File: config.mk
export PLATFORM = sky130hd
export DESIGN_NAME = sparse_band_statistics_top_flat
export DESIGN_NICKNAME = d
export VERILOG_FILES = /design/src/hw/rtl/sbs_pkg.sv /design/src/hw/rtl/sbs_ifs.sv /design/src/hw/rtl/sbs_divider.sv /design/src/hw/rtl/sbs_datapath.sv /design/src/hw/rtl/sbs_ctrl.sv /design/src/hw/rtl/sparse_band_statistics_top.sv /design/src/flat_wrapper.sv
export SDC_FILE = /design/constraint.sdc
export NUM_CORES = 1
export LEC_CHECK = 0
export BUFFER_PORTS_ARGS = -buffer_cell sky130_fd_sc_hd__buf_2
export CAP_MARGIN = 25
export CORE_MARGIN = 10
export CORE_UTILIZATION = 35
export DETAILED_ROUTE_END_ITERATION = 10
export RECOVER_POWER = 25
export SYNTH_ARGS = -nofsm -noshare
export SYNTH_HDL_FRONTEND = slang
export SYNTH_SLANG_ARGS = --single-unit
File: constraint.sdc
create_clock -name clk_i -period 7 [get_ports clk_i]
set_clock_uncertainty 0.1 [all_clocks]
set_input_delay 1.4 -clock clk_i [delete_from_list [all_inputs] [get_ports clk_i]]
set_output_delay 1.4 -clock clk_i [all_outputs]
set_load 0.01 [all_outputs]
File: src/hw/rtl/sbs_pkg.sv
// Types and constants of the sparse band statistics block.
package sbs_pkg;

  localparam int unsigned ENTRY_W  = 24;
  localparam int unsigned ACC_W    = 48;
  localparam int unsigned CFG_IDX_W = 1;
  localparam int unsigned CFG_DATA_W = 24;
  localparam int unsigned DIV_CNT_W = $clog2(ACC_W);

  typedef enum logic [1:0] {
    MODE_MAX  = 2'd0,
    MODE_MEAN = 2'd1,
    MODE_MIN  = 2'd2,
    MODE_NONE = 2'd3
  } mode_e;

  localparam logic [CFG_IDX_W-1:0] CFG_BAND_MODE = 1'b0;
  localparam logic [CFG_IDX_W-1:0] CFG_NUM_ROWS  = 1'b1;

  typedef enum logic [1:0] {
    ST_RUN = 2'b01,
    ST_DIV = 2'b10
  } state_e;

  typedef struct packed {
    logic accumulate;
    logic load_direct;
    logic div_start;
    logic div_step;
    logic load_quot;
  } cmd_t;

  typedef struct packed {
    logic mean;
    logic div_last;
  } status_t;

endpackage

File: src/hw/rtl/sbs_ifs.sv
// Stream interfaces for table entries and band results.
interface sbs_entry_if;
  import sbs_pkg::*;
  logic               valid;
  logic               ready;
  logic [ENTRY_W-1:0] row_index;
  logic [ENTRY_W-1:0] col_index;
  logic               row_last;
  logic               matrix_last;

  modport source (output valid, row_index, col_index, row_last, matrix_last, input ready);
  modport sink   (input valid, row_index, col_index, row_last, matrix_last, output ready);
endinterface

interface sbs_result_if;
  import sbs_pkg::*;
  logic               valid;
  logic               ready;
  logic [ENTRY_W-1:0] band_value;

  modport source (output valid, band_value, input ready);
  modport sink   (input valid, band_value, output ready);
endinterface

File: src/hw/rtl/sbs_divider.sv
// Restoring divider, one quotient bit per cycle while step_i is high, for the mean band.
module sbs_divider import sbs_pkg::*; (
  input  logic               clk_i,
  input  logic               rst_ni,
  input  logic               start_i,
  input  logic               step_i,
  input  logic [ACC_W-1:0]   dividend_i,
  input  logic [ENTRY_W-1:0] divisor_i,
  output logic [ACC_W-1:0]   quot_next_o,
  output logic               last_o
);

  logic [ENTRY_W-1:0]   rem_q, rem_d;
  logic [ACC_W-1:0]     quo_q, quo_d;
  logic [ENTRY_W-1:0]   div_q;
  logic [DIV_CNT_W-1:0] cnt_q, cnt_d;
  logic [ENTRY_W:0]     shifted;
  logic [ENTRY_W+1:0]   trial;
  logic                 fits;

  always_comb begin
    shifted = {rem_q, quo_q[ACC_W-1]};
    trial   = {1'b0, shifted} - {2'b00, div_q};
    fits    = ~trial[ENTRY_W+1];
    rem_d   = fits ? trial[ENTRY_W-1:0] : shifted[ENTRY_W-1:0];
    quo_d   = {quo_q[ACC_W-2:0], fits};
    cnt_d   = cnt_q + DIV_CNT_W'(1);
  end

  assign quot_next_o = quo_d;
  assign last_o      = (cnt_q == DIV_CNT_W'(ACC_W - 1));

  always_ff @(posedge clk_i or negedge rst_ni) begin
    if (!rst_ni) begin
      cnt_q <= '0;
    end else if (start_i) begin
      cnt_q <= '0;
    end else if (step_i) begin
      cnt_q <= cnt_d;
    end
  end

  always_ff @(posedge clk_i) begin
    if (start_i) begin
      rem_q <= '0;
      quo_q <= dividend_i;
      div_q <= divisor_i;
    end else if (step_i) begin
      rem_q <= rem_d;
      quo_q <= quo_d;
    end
  end

endmodule

File: src/hw/rtl/sbs_datapath.sv
// Distance, accumulator, configuration and result datapath.
module sbs_datapath import sbs_pkg::*; #(
  parameter int unsigned INDEX_WIDTH = 24
) (
  input  logic                  clk_i,
  input  logic                  rst_ni,
  input  logic                  cfg_we_i,
  input  logic [CFG_IDX_W-1:0]  cfg_index_i,
  input  logic [CFG_DATA_W-1:0] cfg_data_i,
  input  logic [ENTRY_W-1:0]    row_index_i,
  input  logic [ENTRY_W-1:0]    col_index_i,
  input  logic                  row_last_i,
  input  logic                  matrix_last_i,
  input  cmd_t                  cmd_i,
  output status_t               status_o,
  output logic [ENTRY_W-1:0]    band_value_o
);

  localparam int unsigned EffW = (INDEX_WIDTH < ENTRY_W) ? INDEX_WIDTH : ENTRY_W;
  localparam logic [ENTRY_W-1:0] IdxMask = ENTRY_W'((33'(1) << EffW) - 33'(1));

  mode_e              mode_q;
  logic [ENTRY_W-1:0] rows_q;
  logic [ACC_W-1:0]   acc_q;
  logic [ENTRY_W-1:0] rmax_q;
  logic               started_q;
  logic [ENTRY_W-1:0] band_q;

  logic [ENTRY_W-1:0] row_m, col_m, dist_abs, rmax_upd, rmax_new, divisor;
  logic [ACC_W-1:0]   dist_w, acc_base, acc_upd, acc_new, quot_next;
  logic [ACC_W:0]     sum;
  logic               skip, row_close, div_last;
  logic [ENTRY_W-1:0] direct_val, quot_val;

  always_ff @(posedge clk_i or negedge rst_ni) begin
    if (!rst_ni) begin
      mode_q <= MODE_MAX;
      rows_q <= ENTRY_W'(1);
    end else if (cfg_we_i) begin
      case (cfg_index_i)
        CFG_BAND_MODE: mode_q <= mode_e'(cfg_data_i[1:0]);
        CFG_NUM_ROWS:  rows_q <= cfg_data_i[ENTRY_W-1:0];
        default:       mode_q <= mode_q;
      endcase
    end
  end

  always_comb begin
    row_m    = row_index_i & IdxMask;
    col_m    = col_index_i & IdxMask;
    skip     = (row_m == col_m);
    dist_abs = (row_m > col_m) ? (row_m - col_m) : (col_m - row_m);
    dist_w   = {{(ACC_W-ENTRY_W){1'b0}}, dist_abs};
    acc_base = started_q ? acc_q
             : ((mode_q == MODE_MIN) ? {{(ACC_W-ENTRY_W){1'b0}}, rows_q} : '0);
    acc_upd  = acc_base;
    rmax_upd = rmax_q;
    case (mode_q)
      MODE_MAX:  if (!skip && dist_w > acc_base) acc_upd = dist_w;
      MODE_MIN:  if (!skip && dist_w < acc_base) acc_upd = dist_w;
      MODE_MEAN: if (!skip && dist_abs > rmax_q) rmax_upd = dist_abs;
      default:   acc_upd = acc_base;
    endcase
    row_close = row_last_i | matrix_last_i;
    sum       = {1'b0, acc_base} + {{(ACC_W-ENTRY_W+1){1'b0}}, rmax_upd};
    acc_new   = acc_upd;
    if (row_close && mode_q == MODE_MEAN) begin
      acc_new = sum[ACC_W] ? '1 : sum[ACC_W-1:0];
    end
    rmax_new  = row_close ? '0 : rmax_upd;
    // Max and min modes report the accumulator, saturated; other modes report zero here.
    if (mode_q == MODE_MAX || mode_q == MODE_MIN) begin
      direct_val = (|acc_new[ACC_W-1:ENTRY_W]) ? '1 : acc_new[ENTRY_W-1:0];
    end else begin
      direct_val = '0;
    end
    divisor  = (rows_q == '0) ? ENTRY_W'(1) : rows_q;
    quot_val = (|quot_next[ACC_W-1:ENTRY_W]) ? '1 : quot_next[ENTRY_W-1:0];
  end

  always_ff @(posedge clk_i or negedge rst_ni) begin
    if (!rst_ni) begin
      acc_q     <= '0;
      rmax_q    <= '0;
      started_q <= 1'b0;
    end else if (cmd_i.accumulate) begin
      if (matrix_last_i) begin
        acc_q     <= '0;
        rmax_q    <= '0;
        started_q <= 1'b0;
      end else begin
        acc_q     <= acc_new;
        rmax_q    <= rmax_new;
        started_q <= 1'b1;
      end
    end
  end

  always_ff @(posedge clk_i) begin
    if (cmd_i.load_direct) begin
      band_q <= direct_val;
    end else if (cmd_i.load_quot) begin
      band_q <= quot_val;
    end
  end

  sbs_divider u_divider (
    .clk_i       (clk_i),
    .rst_ni      (rst_ni),
    .start_i     (cmd_i.div_start),
    .step_i      (cmd_i.div_step),
    .dividend_i  (acc_new),
    .divisor_i   (divisor),
    .quot_next_o (quot_next),
    .last_o      (div_last)
  );

  assign status_o.mean     = (mode_q == MODE_MEAN);
  assign status_o.div_last = div_last;
  assign band_value_o      = band_q;

endmodule

File: src/hw/rtl/sbs_ctrl.sv
// Controller: entry acceptance, mean division sequencing, result valid.
module sbs_ctrl import sbs_pkg::*; (
  input  logic    clk_i,
  input  logic    rst_ni,
  input  logic    in_valid_i,
  input  logic    in_last_i,
  input  logic    out_ready_i,
  input  status_t status_i,
  output logic    in_ready_o,
  output logic    out_valid_o,
  output cmd_t    cmd_o
);

  state_e state_q, state_d;
  logic   out_valid_q, out_valid_d;
  logic   in_ready, fire;

  always_comb begin
    in_ready          = (state_q == ST_RUN) && (!out_valid_q || out_ready_i);
    fire              = in_valid_i && in_ready;
    cmd_o.accumulate  = fire;
    cmd_o.load_direct = fire && in_last_i && !status_i.mean;
    cmd_o.div_start   = fire && in_last_i && status_i.mean;
    cmd_o.div_step    = (state_q == ST_DIV);
    cmd_o.load_quot   = (state_q == ST_DIV) && status_i.div_last;

    case (state_q)
      ST_RUN:  state_d = cmd_o.div_start ? ST_DIV : ST_RUN;
      ST_DIV:  state_d = status_i.div_last ? ST_RUN : ST_DIV;
      default: state_d = ST_RUN;
    endcase

    if (cmd_o.load_direct || cmd_o.load_quot) begin
      out_valid_d = 1'b1;
    end else if (out_valid_q && out_ready_i) begin
      out_valid_d = 1'b0;
    end else begin
      out_valid_d = out_valid_q;
    end
  end

  always_ff @(posedge clk_i or negedge rst_ni) begin
    if (!rst_ni) begin
      state_q     <= ST_RUN;
      out_valid_q <= 1'b0;
    end else begin
      state_q     <= state_d;
      out_valid_q <= out_valid_d;
    end
  end

  assign in_ready_o  = in_ready;
  assign out_valid_o = out_valid_q;

endmodule

File: src/hw/rtl/sparse_band_statistics_top.sv
// Max, min and unknown modes give the result in the cycle after the last entry.
// Mean mode runs a bit-serial division after the last entry.
// One entry per cycle; the 48-step divider stalls input once per mean-mode matrix.
// Input also waits while a finished result has not been taken.
// Reset (rst_ni low, asynchronous) sets mode to maximum, row count to 1, clears state.
// Top level of the sparse matrix band statistics block.
module sparse_band_statistics_top import sbs_pkg::*; #(
  parameter int unsigned INDEX_WIDTH = 24
) (
  input  logic                  clk_i,
  input  logic                  rst_ni,
  sbs_entry_if.sink             entry_i,
  sbs_result_if.source          result_o,
  input  logic                  cfg_we_i,
  input  logic [CFG_IDX_W-1:0]  cfg_index_i,
  input  logic [CFG_DATA_W-1:0] cfg_data_i
);

  // Commands flow from the controller to the datapath; status flows back.
  cmd_t    cmd;
  status_t status;

  // The controller owns the handshakes. An entry transfer happens while the
  // controller runs and the result register is free or being emptied.
  sbs_ctrl u_ctrl (
    .clk_i       (clk_i),
    .rst_ni      (rst_ni),
    .in_valid_i  (entry_i.valid),
    .in_last_i   (entry_i.matrix_last),
    .out_ready_i (result_o.ready),
    .status_i    (status),
    .in_ready_o  (entry_i.ready),
    .out_valid_o (result_o.valid),
    .cmd_o       (cmd)
  );

  // The datapath folds every accepted entry into the running band statistic
  // and holds the result register and the mean divider.
  sbs_datapath #(
    .INDEX_WIDTH (INDEX_WIDTH)
  ) u_datapath (
    .clk_i         (clk_i),
    .rst_ni        (rst_ni),
    .cfg_we_i      (cfg_we_i),
    .cfg_index_i   (cfg_index_i),
    .cfg_data_i    (cfg_data_i),
    .row_index_i   (entry_i.row_index),
    .col_index_i   (entry_i.col_index),
    .row_last_i    (entry_i.row_last),
    .matrix_last_i (entry_i.matrix_last),
    .cmd_i         (cmd),
    .status_o      (status),
    .band_value_o  (result_o.band_value)
  );

endmodule

File: src/flat_wrapper.sv
// flat-port wrapper written by rule: the top's interface ports become plain ports
module sparse_band_statistics_top_flat import sbs_pkg::*;
#(
  parameter int unsigned INDEX_WIDTH = 24
)
  (clk_i, rst_ni, cfg_we_i, cfg_index_i, cfg_data_i, entry_i_valid, entry_i_row_index, entry_i_col_index, entry_i_row_last, entry_i_matrix_last, entry_i_ready, result_o_valid, result_o_band_value, result_o_ready);
  sbs_entry_if entry_i_i ();
  sbs_result_if result_o_i ();
  input  logic clk_i;
  input  logic rst_ni;
  input  logic cfg_we_i;
  input  logic [CFG_IDX_W-1:0] cfg_index_i;
  input  logic [CFG_DATA_W-1:0] cfg_data_i;
  input wire logic [$bits(entry_i_i.valid)-1:0] entry_i_valid;
  input wire logic [$bits(entry_i_i.row_index)-1:0] entry_i_row_index;
  input wire logic [$bits(entry_i_i.col_index)-1:0] entry_i_col_index;
  input wire logic [$bits(entry_i_i.row_last)-1:0] entry_i_row_last;
  input wire logic [$bits(entry_i_i.matrix_last)-1:0] entry_i_matrix_last;
  output wire logic [$bits(entry_i_i.ready)-1:0] entry_i_ready;
  output wire logic [$bits(result_o_i.valid)-1:0] result_o_valid;
  output wire logic [$bits(result_o_i.band_value)-1:0] result_o_band_value;
  input wire logic [$bits(result_o_i.ready)-1:0] result_o_ready;
  assign entry_i_i.valid = entry_i_valid;
  assign entry_i_i.row_index = entry_i_row_index;
  assign entry_i_i.col_index = entry_i_col_index;
  assign entry_i_i.row_last = entry_i_row_last;
  assign entry_i_i.matrix_last = entry_i_matrix_last;
  assign entry_i_ready = entry_i_i.ready;
  assign result_o_valid = result_o_i.valid;
  assign result_o_band_value = result_o_i.band_value;
  assign result_o_i.ready = result_o_ready;
  sparse_band_statistics_top #(.INDEX_WIDTH(INDEX_WIDTH)) u_core (.clk_i(clk_i), .rst_ni(rst_ni), .entry_i(entry_i_i), .result_o(result_o_i), .cfg_we_i(cfg_we_i), .cfg_index_i(cfg_index_i), .cfg_data_i(cfg_data_i));
endmodule
==> results of run 1 <==
==> how the worst max path moves through the flow <==
stage,endpoint,slack [ns],depth (start not counted)
2_1_floorplan,u_core.u_datapath.band_value_o[10]$_DFFE_PP_,-1.94,45
4_1_cts,u_core.u_datapath.band_value_o[13]$_DFFE_PP_,-1.81,46
6_report,u_core.u_datapath.band_value_o[6]$_DFFE_PP_,-1.85,42
3_5_place_dp,u_core.u_datapath.band_value_o[6]$_DFFE_PP_,-2.96,36
3_3_place_gp,u_core.u_datapath.band_value_o[12]$_DFFE_PP_,-2.74,41
5_1_grt,u_core.u_datapath.band_value_o[6]$_DFFE_PP_,-2.24,42
==> report_power, final <==
group / switching, mW / leakage, nW / total, mW / internal [mW]
logic: 1.36 / 8.15 / 2.63 / 1.27
clock network: 0.587 / 0.477 / 1.59 / 1.00
registers: 0.0425 / 2.31 / 1.47 / 1.42
total: 1.99 / 10.9 / 5.69 / 3.69
==> area by class of cell <==
type	count	area [um2]
well taps	664	831
fillers	4467	24000
clock inverters	15	305
flip-flops and latches	228	6070
clock buffers	33	697
inverters	146	581
multi-input cells	1535	12300
repair buffers	554	4370
==> metal layers <==
layer	track usage, %	wire length, um	vias up	share of wire, %
li1	-	-	8274	-
met1	26.7	27700	8293	46
met2	31.6	27600	530	46
met3	2.86	3640	91	6.0
met4	6.05	1710	0	2.8
met5	0	0	-	0
==> through the flow <==
| step | TNS [ns] | util [%] | hold slack [ns] | setup slack, ns | power (mW) |
|---|---|---|---|---|---|
| 3_3_place_gp | -219.64 | 43.8 | 0.361 | -2.74 | 3.60 |
| 3_5_place_dp | -240.40 | 44.0 | 0.375 | -2.96 | 3.63 |
| 4_1_cts | -118.03 | 49.4 | 0.388 | -1.81 | 5.52 |
| 2_1_floorplan | -124.50 | - | 0.348 | -1.94 | 2.69 |
| 5_1_grt | -165.70 | 51.2 | 0.409 | -2.24 | 5.96 |
| 6_report | -125.23 | 51.2 | 0.388 | -1.85 | 5.69 |
==> cell usage after synthesis (all sizes together), types with 8 or more instances <==
library cell and n:
nand2 233, o21ai 190, a21oi 165, ha 147, inv 146, nor2 122
dfrtp 106, clkbuf 97, edfxtp 96, mux2 55, a21o 43, xnor2 40
nor3 37, nand4 35, buf 34, nor4 31, nand3 30, mux2i 27
a22o 26, dfxtp 24, xor2 23, o21a 22, nand2b 21, a211oi 20
and2 20, a31o 19, o211ai 17, a21boi 15, nor2b 15, or2 14
a22oi 13, a31oi 13, o22ai 13, o21bai 11, and3 10, and4 10
o31a 8, or4 8
==> logic make-up (layout without fill, tap and decap cells) <==
family / count (synthesis) / count (layout)
flops: 228 / 228
xor+xnor: 63 / 63
fa+ha+maj: 151 / 151
compound gates: 637 / 637
buf+inv: 277 / 748
mux: 82 / 82
simple gates: 602 / 602
==> timing repair <==
| item | in CTS | in global routing |
|---|---|---|
| resized for setup | 235 | 159 |
| gates cloned | 2 | 0 |
| pin swaps | 71 | 108 |
| setup endpoints to repair | 120 | 120 |
| buffers inserted | 74 | 30 |
==> worst max-delay path, delay by kind of cell <==
| family | cells | cell delay [ns] |
|---|---|---|
| buf+inv | 10 | 1.22 |
| mux | 3 | 0.77 |
| fa+ha+maj | 4 | 1.20 |
| xor+xnor | 1 | 0.24 |
| simple gates | 7 | 1.11 |
| compound gates | 17 | 3.06 |
==> state kept, by name, summed over array words and instances (netlist names) <==
name / count
u_core.u_ctrl.out_valid_o: 1
u_core.u_ctrl.state_q: 2
u_core.u_datapath.acc_q: 48
u_core.u_datapath.band_value_o: 24
u_core.u_datapath.mode_q: 2
u_core.u_datapath.rmax_q: 24
u_core.u_datapath.rows_q: 24
u_core.u_datapath.started_q: 1
u_core.u_datapath.u_divider.cnt_q: 6
u_core.u_datapath.u_divider.div_q: 24
u_core.u_datapath.u_divider.quo_q: 48
u_core.u_datapath.u_divider.rem_q: 24
==> flow_summary.ini, run 1 <==
[floorplan]
die_width_um = 244
fp.coreArea_mm2 = 0.0492
start_util_pct = 35.6
die_y_um = 244
die_area_mm2 = 0.0593
io_pins = 106
fp-row-count = 81

[pwr]
p_leak_nw = 10.9
irDropWorstVdd_mv = 0.157
power.density_mw_per_mm2 = 226

[grt]
first_global_vias = 17300
antenna_found_initial = 0
grt_usage_pct = 19.6
globalRouteOverflowTotal = 0
grt_pass1_wl_mm = 95.4
grt_max_degree = 67

[final_layout]
syn2layout_area_growth_pct = 43.8
final_area_mm2 = 0.0252
final_cell_mix = buf_4, nand2_1, a21oi_1
finalNetCount = 2722
num_antenna_cells = 0
drive_above_1_share_pct = 38.6
final_common_cell = buf_4
post_layout_nonfiller_instances = 3175

[yosys]
synthesis.nets = 2271
yosys.area.top_type_share_pct = 16.5
synth_area_mm2 = 0.0175
yosys.area_share.simple_pct = 16.4
synth_fa_ha_area_share_pct = 11.0
synth_xor_area_share_pct = 3.15
synthMuxAreaShare_pct = 5.08
synth_cells = 2040
synth_edf_count = 96
synth_area_leaders = edfxtp_1, dfrtp_1, ha_1
synth_compound_area_share_pct = 23.3
yosys.area.top_type = edfxtp_1
ys_warn_count = 0
synth_seq_cells = 228
ys_seq_area_share_pct = 34.7
synthFlopType = dfrtp_1
async_flop_share_pct = 47.4
synth_cell_types = 89
synth_top_family_by_area = compound AO/OA/AOI/OAI gates
avgSynthCellArea_um2 = 8.58

[placed_design]
dp.cells = 3032
port_buffers = 105
dp_hpwl_mm = 45.4
gp_routability_congestion = 0.920
place_area_mm2 = 0.0216

[route]
drt_pass1_iterations = 5
drc_errors = 0
wl_per_cell_um = 19.1
drtIter0Drc = 1251
wl_mm = 60.6
vias_per_cell = 5.41
via_count = 17200
ant_nets = 0

[cts]
clock_sinks = 228
cts_max_path_buffers = 3
clk_latency_ns = 0.56
htreeDepth = 1
clk_pin_slew_ns = 0.06
cts_tree = done
cts_buffers = 26
cts_hold_buf = 0
cts-root-buf = clkbuf_16

[critical_path]
required_ns = 7.17
r2r_start = u_core.u_datapath.rmax_q[1]$_DFFE_PN0P_
crit_start = entry_i_row_index[0]
critical_path_class = in -> reg
slowest_stage = fa_2
slowest_delay_ns = 0.40
worstPathArrival_ns = 9.03
cp_max_fo = 5
cp-start-kind = input port
timing.rr.end = u_core.u_datapath.band_value_o[6]$_DFFE_PP_
reg2reg_depth = 31
endpoint_kind = flop
rrSetupSlack_ns = 0.50

[job]
drv_cap = 1

[min_path]
min_path_type = reg -> reg
worstHoldEndpoint = u_core.u_datapath.acc_q[19]$_DFFE_PN0P_
worstHoldStart = u_core.u_datapath.acc_q[19]$_DFFE_PN0P_
holdPathStages = 2

[timing]
setup_viol = 120
slew_headroom_pct = -140
setup_ws_ns = -1.85
maxSlewViolCount = 58
timing.final.crit_share_pct = 126
fmax_mhz = 113
period_needed_ns = 8.85
rsz0062_at_grt = yes
hold_violations = 0
worst_slew_pin_slew_ns = 3.60

[run_status]
status = complete, but fails checks
violations = max-capacitance violations, max-slew violations, negative setup slack
(Power assumes the default switching activity.)
==> run 2, diff against run 1 <==
- PLACE_DENSITY: not set -> 0.63
==> run 2 against run 1 <==
Against the previous run: the run still ends with max-capacitance violations, max-slew violations, negative setup slack left; routed wire length is 3.3% lower; critical path depth is 4 lower; design area is 6.2% lower; first-iteration DRC count is 4.1% higher; sequential share of layout area is 1.6 points higher; global-route usage is 0.66 points lower; highest routed layer unchanged.
==> flow_summary.ini, run 2 (same netlist as run 1, synthesis figures left out) <==
[pwr]
power.density_mw_per_mm2 = 223
power_mw = 5.27
p_leak_nw = 10.3
irDropWorstVdd_mv = 0.198

[grt]
grt_pass1_wl_mm = 92.5
globalRouteOverflowTotal = 0
grt_usage_pct = 19.0
grt_max_degree = 57
antenna_found_initial = 1
first_global_vias = 16800

[route]
drc_errors = 0
via_count = 16900
drt_pass1_iterations = 5
vias_per_cell = 5.41
wl_mm = 58.6
drtIter0Drc = 1302
wl_per_cell_um = 18.7
ant_nets = 0

[timing]
maxSlewViolCount = 56
timing.final.crit_share_pct = 127
rsz0062_at_grt = yes
fmax_mhz = 112
hold_violations = 0
setup_ws_ns = -1.91
hold_slack_ns = 0.394
slew_headroom_pct = -130
period_needed_ns = 8.91
setup_viol = 120
worst_slew_pin_slew_ns = 3.45

[floorplan]
die_width_um = 244
fp-row-count = 81
fp.coreArea_mm2 = 0.0492
die_area_mm2 = 0.0593
start_util_pct = 35.6
io_pins = 106
die_y_um = 244

[cts]
clk_pin_slew_ns = 0.07
htreeDepth = 1
clock_sinks = 228
cts_tree = done
cts-root-buf = clkbuf_16
cts_hold_buf = 0
cts_max_path_buffers = 3
cts_buffers = 26
clk_latency_ns = 0.56

[critical_path]
cp-start-kind = input port
cpMostUsedCell = buf_4
slowest_stage = or4_1
worst-path-buf-inv = 9
slowest_delay_ns = 0.39
crit_start = entry_i_col_index[11]
crit_family = simple AND/OR/NAND/NOR gates
critical_path_class = in -> reg
r2r_start = u_core.u_datapath.rmax_q[1]$_DFFE_PN0P_
cp_max_fo = 8
endpoint_kind = flop
required_ns = 7.18
worstPathArrival_ns = 9.09

[final_layout]
final_common_cell = buf_4
final_cell_mix = buf_4, nand2_1, a21oi_1
top_regs = u_core.u_datapath.acc_q (48), u_core.u_datapath.u_divider.quo_q (48)
finalNetCount = 2675
syn2layout_area_growth_pct = 34.9
drive_above_1_share_pct = 33.2

[min_path]
min_path_type = reg -> reg
worstHoldStart = u_core.u_datapath.acc_q[18]$_DFFE_PN0P_

[placed_design]
dp_hpwl_mm = 45.1
port_buffers = 105
gp_routability_congestion = 0.924

[job]
drv_cap = 1

[run_status]
status = complete, but fails checks
violations = max-capacitance violations, max-slew violations, negative setup slack
[run 2: per-stage QoR]
step / instances / setup TNS [ns] / instance area, um2 / setup slack [ns] / util, %
after floorplan: 2040 / -124.50 / 18200 / -1.94 / -
after global placement: 3047 / -284.24 / 21700 / -3.17 / 44.1
after detailed placement: 3052 / -263.09 / 21800 / -2.98 / 44.3
after CTS: 3116 / -119.63 / 23100 / -1.77 / 47.1
after global routing: 3129 / -183.22 / 23600 / -2.34 / 48.0
final: 3129 / -133.12 / 23600 / -1.91 / 48.0
[run 2: layer usage]
metal	vias up	global-route usage (%)	wire length [um]
met2	554	30.2	26500
met1	8123	26.6	27100
met4	0	4.40	1060
met3	68	2.71	3940
li1	8196	-	-
met5	-	0	0
[run 2: final cells by class]
class | instances | area (um2)
Timing Repair Buffer | 507 | 3690
Sequential cell | 228 | 6070
Clock inverter | 15 | 206
Multi-Input combinational cell | 1535 | 11500
Antenna cell | 1 | 2.50
Inverter | 146 | 576
Clock buffer | 33 | 697
Tap cell | 664 | 831
Fill cell | 4651 | 25500
[run 2: worst paths after layout]
kind                                                           endpoint  slack, ns  depth (start not counted)
min reg2reg                     u_core.u_datapath.acc_q[18]$_DFFE_PN0P_       0.39                          2
max in group asynchronous      u_core.u_datapath.rmax_q[17]$_DFFE_PN0P_       1.93                          2
min                             u_core.u_datapath.acc_q[18]$_DFFE_PN0P_       0.39                          2
max                        u_core.u_datapath.band_value_o[15]$_DFFE_PP_      -1.91                         38
min in group asynchronous      u_core.u_datapath.rows_q[13]$_DFFE_PN0P_       0.99                          1
max reg2reg                u_core.u_datapath.band_value_o[15]$_DFFE_PP_       0.50                         30
[run 2: worst reg2reg max path, delay by kind of cell, from the launching register on]
| kind | cells | cell delay, ns |
|---|---|---|
| and+or+nand+nor | 6 | 0.75 |
| buffers and inverters | 6 | 0.78 |
| adders and majority gates | 3 | 0.84 |
| DFF | 1 | 0.36 |
| AOI/OAI and AO/OA | 13 | 2.95 |
| muxes | 2 | 0.43 |
[run 2: repair_timing]
action                     in CTS  in global routing
pin swaps                      36                 35
buffers inserted               15                 12
cloned                          1                  1
setup endpoints to repair     120                120
resized for setup              65                 84
[run 2: power by group]
part	internal (mW)	total (mW)	switching (mW)
clock network	0.859	1.44	0.586
registers	1.42	1.47	0.0414
logic	1.11	2.36	1.24
==> run 3, diff against run 2 <==
- CAP_MARGIN: 25 -> 10
- CTS_BUF_LIST: not set -> sky130_fd_sc_hd__clkbuf_2
==> run 3 against run 2 <==
Against the previous run: the run still ends with max-capacitance violations, max-slew violations, negative setup slack left; non-clock buffer count increased by 49; final cell count increased by 3.6%; first-iteration DRC count increased by 12%; critical path type unchanged; critical endpoint is now u_core.u_datapath.band_value_o[5]$_DFFE_PP_.
==> flow_summary.ini, run 3 (same netlist as run 1, synthesis figures left out) <==
[placed_design]
dp_slack_ns = -3.39
port_buffers = 105
dp_hpwl_mm = 44.7
gp_routability_congestion = 0.924
dp.cells = 3047
place_area_mm2 = 0.0217

[floorplan]
die_area_mm2 = 0.0593
fp.coreArea_mm2 = 0.0492
die_y_um = 244
start_util_pct = 35.6
io_pins = 106
fp-row-count = 81
die_width_um = 244

[critical_path]
cp-start-kind = input port
cp_max_fo = 5
critical_path_class = in -> reg
cpMostUsedCell = buf_4
worstPathArrival_ns = 9.20
endpoint_kind = flop
slowest_delay_ns = 0.43
required_ns = 7.64
slowest_stage = or4_4

[min_path]
min_path_type = reg -> reg

[route]
drc_errors = 0
drt_pass1_iterations = 5
vias_per_cell = 5.42
drtIter0Drc = 1454
via_count = 17600
wl_per_cell_um = 18.7
ant_nets = 0
wl_mm = 60.7

[pwr]
power_mw = 5.08
irDropWorstVdd_mv = 0.121
p_leak_nw = 10.8
power.density_mw_per_mm2 = 205

[timing]
setup_viol = 120
rsz0062_at_grt = yes
timing.final.crit_share_pct = 122
slew_headroom_pct = -202
period_needed_ns = 8.56
maxSlewViolCount = 76
worst_slew_pin_slew_ns = 4.52
tns_ns = -78.11
setup_ws_ns = -1.56
hold_violations = 0
fmax_mhz = 117

[cts]
clk_latency_ns = 1.02
clock_sinks = 228
htreeDepth = 2
cts_max_path_buffers = 3
cts_tree = done
cts_buffers = 59
cts-root-buf = clkbuf_2
clk_pin_slew_ns = 0.10

[grt]
antenna_found_initial = 4
grt_pass1_wl_mm = 94.9
first_global_vias = 17500
globalRouteOverflowTotal = 0
grt_usage_pct = 19.4
grt_max_degree = 76

[final_layout]
drive_above_1_share_pct = 40.2
final_cell_mix = buf_4, nand2_1, a21oi_1
final_area_mm2 = 0.0248
top_regs = u_core.u_datapath.acc_q (48), u_core.u_datapath.u_divider.quo_q (48)
final_common_cell = buf_4
post_layout_nonfiller_instances = 3242
finalNetCount = 2758
syn2layout_area_growth_pct = 41.5

[job]
drv_cap = 1

[run_status]
status = complete, but fails checks
violations = max-capacitance violations, max-slew violations, negative setup slack
-- run 3: what timing repair did --
item | 4_1_cts | 5_1_grt
gates cloned | 1 | 2
hold buffers | 0 | 0
setup endpoints to repair | 120 | 120
pin swaps | 66 | 95
gates resized for setup | 170 | 227
setup buffers | 50 | 52
-- run 3: where the power goes --
| group | internal (mW) | leakage [nW] | switching (mW) |
|---|---|---|---|
| clock | 0.347 | 0.426 | 0.610 |
| combinational | 1.28 | 8.11 | 1.38 |
| sequential | 1.42 | 2.31 | 0.0420 |
| total | 3.05 | 10.8 | 2.03 |
-- run 3: per-layer routing --
layer	wire length (um)	vias up	GRT usage, %
met3	4220	104	3.54
met1	27400	8409	26.4
met4	1560	4	6.34
li1	-	8408	-
met5	33	-	0
met2	27500	632	30.6
-- run 3: worst max-delay path, delay by kind of cell --
family          cells  cell delay [ns]
fa+ha+maj           3             0.73
compound gates     16             3.05
xor+xnor            1             0.16
mux                 1             0.30
simple gates       12             2.24
buf+inv            10             1.28
-- run 3: worst paths after layout --
| check | startpoint | endpoint | slack (ns) | cells past startpoint |
|---|---|---|---|---|
| min reg2reg | u_core.u_datapath.u_divider.quo_q[34]$_DFFE_PP_ | u_core.u_datapath.u_divider.quo_q[35]$_DFFE_PP_ | 0.40 | 2 |
| min in group asynchronous | rst_ni | u_core.u_datapath.acc_q[34]$_DFFE_PN0P_ | 1.90 | 1 |
| max reg2reg | u_core.u_datapath.rmax_q[1]$_DFFE_PN0P_ | u_core.u_datapath.band_value_o[5]$_DFFE_PP_ | 0.41 | 32 |
| max in group asynchronous | rst_ni | u_core.u_datapath.u_divider.cnt_q[5]$_DFFE_PN0P_ | 2.24 | 1 |
| max | entry_i_col_index[2] | u_core.u_datapath.band_value_o[5]$_DFFE_PP_ | -1.56 | 43 |
| min | u_core.u_datapath.u_divider.quo_q[34]$_DFFE_PP_ | u_core.u_datapath.u_divider.quo_q[35]$_DFFE_PP_ | 0.40 | 2 |
-- run 3: metrics by stage --
step | utilization [%] | hold slack (ns)
6_report | 50.4 | 0.399
5_1_grt | 50.4 | 0.405
4_1_cts | 47.6 | 0.379
3_5_place_dp | 44.1 | 0.373
3_3_place_gp | 44.1 | 0.367
2_1_floorplan | - | 0.348
-- run 3: layout make-up --
class,instances,area [um2]
diodes,2,5.00
clock buffers,87,435
clock inverters,23,114
fillers,4564,24400
inverters,146,578
multi-input cells,1536,12400
flip-flops and latches,228,6070
well taps,664,831
repair buffers,556,4280
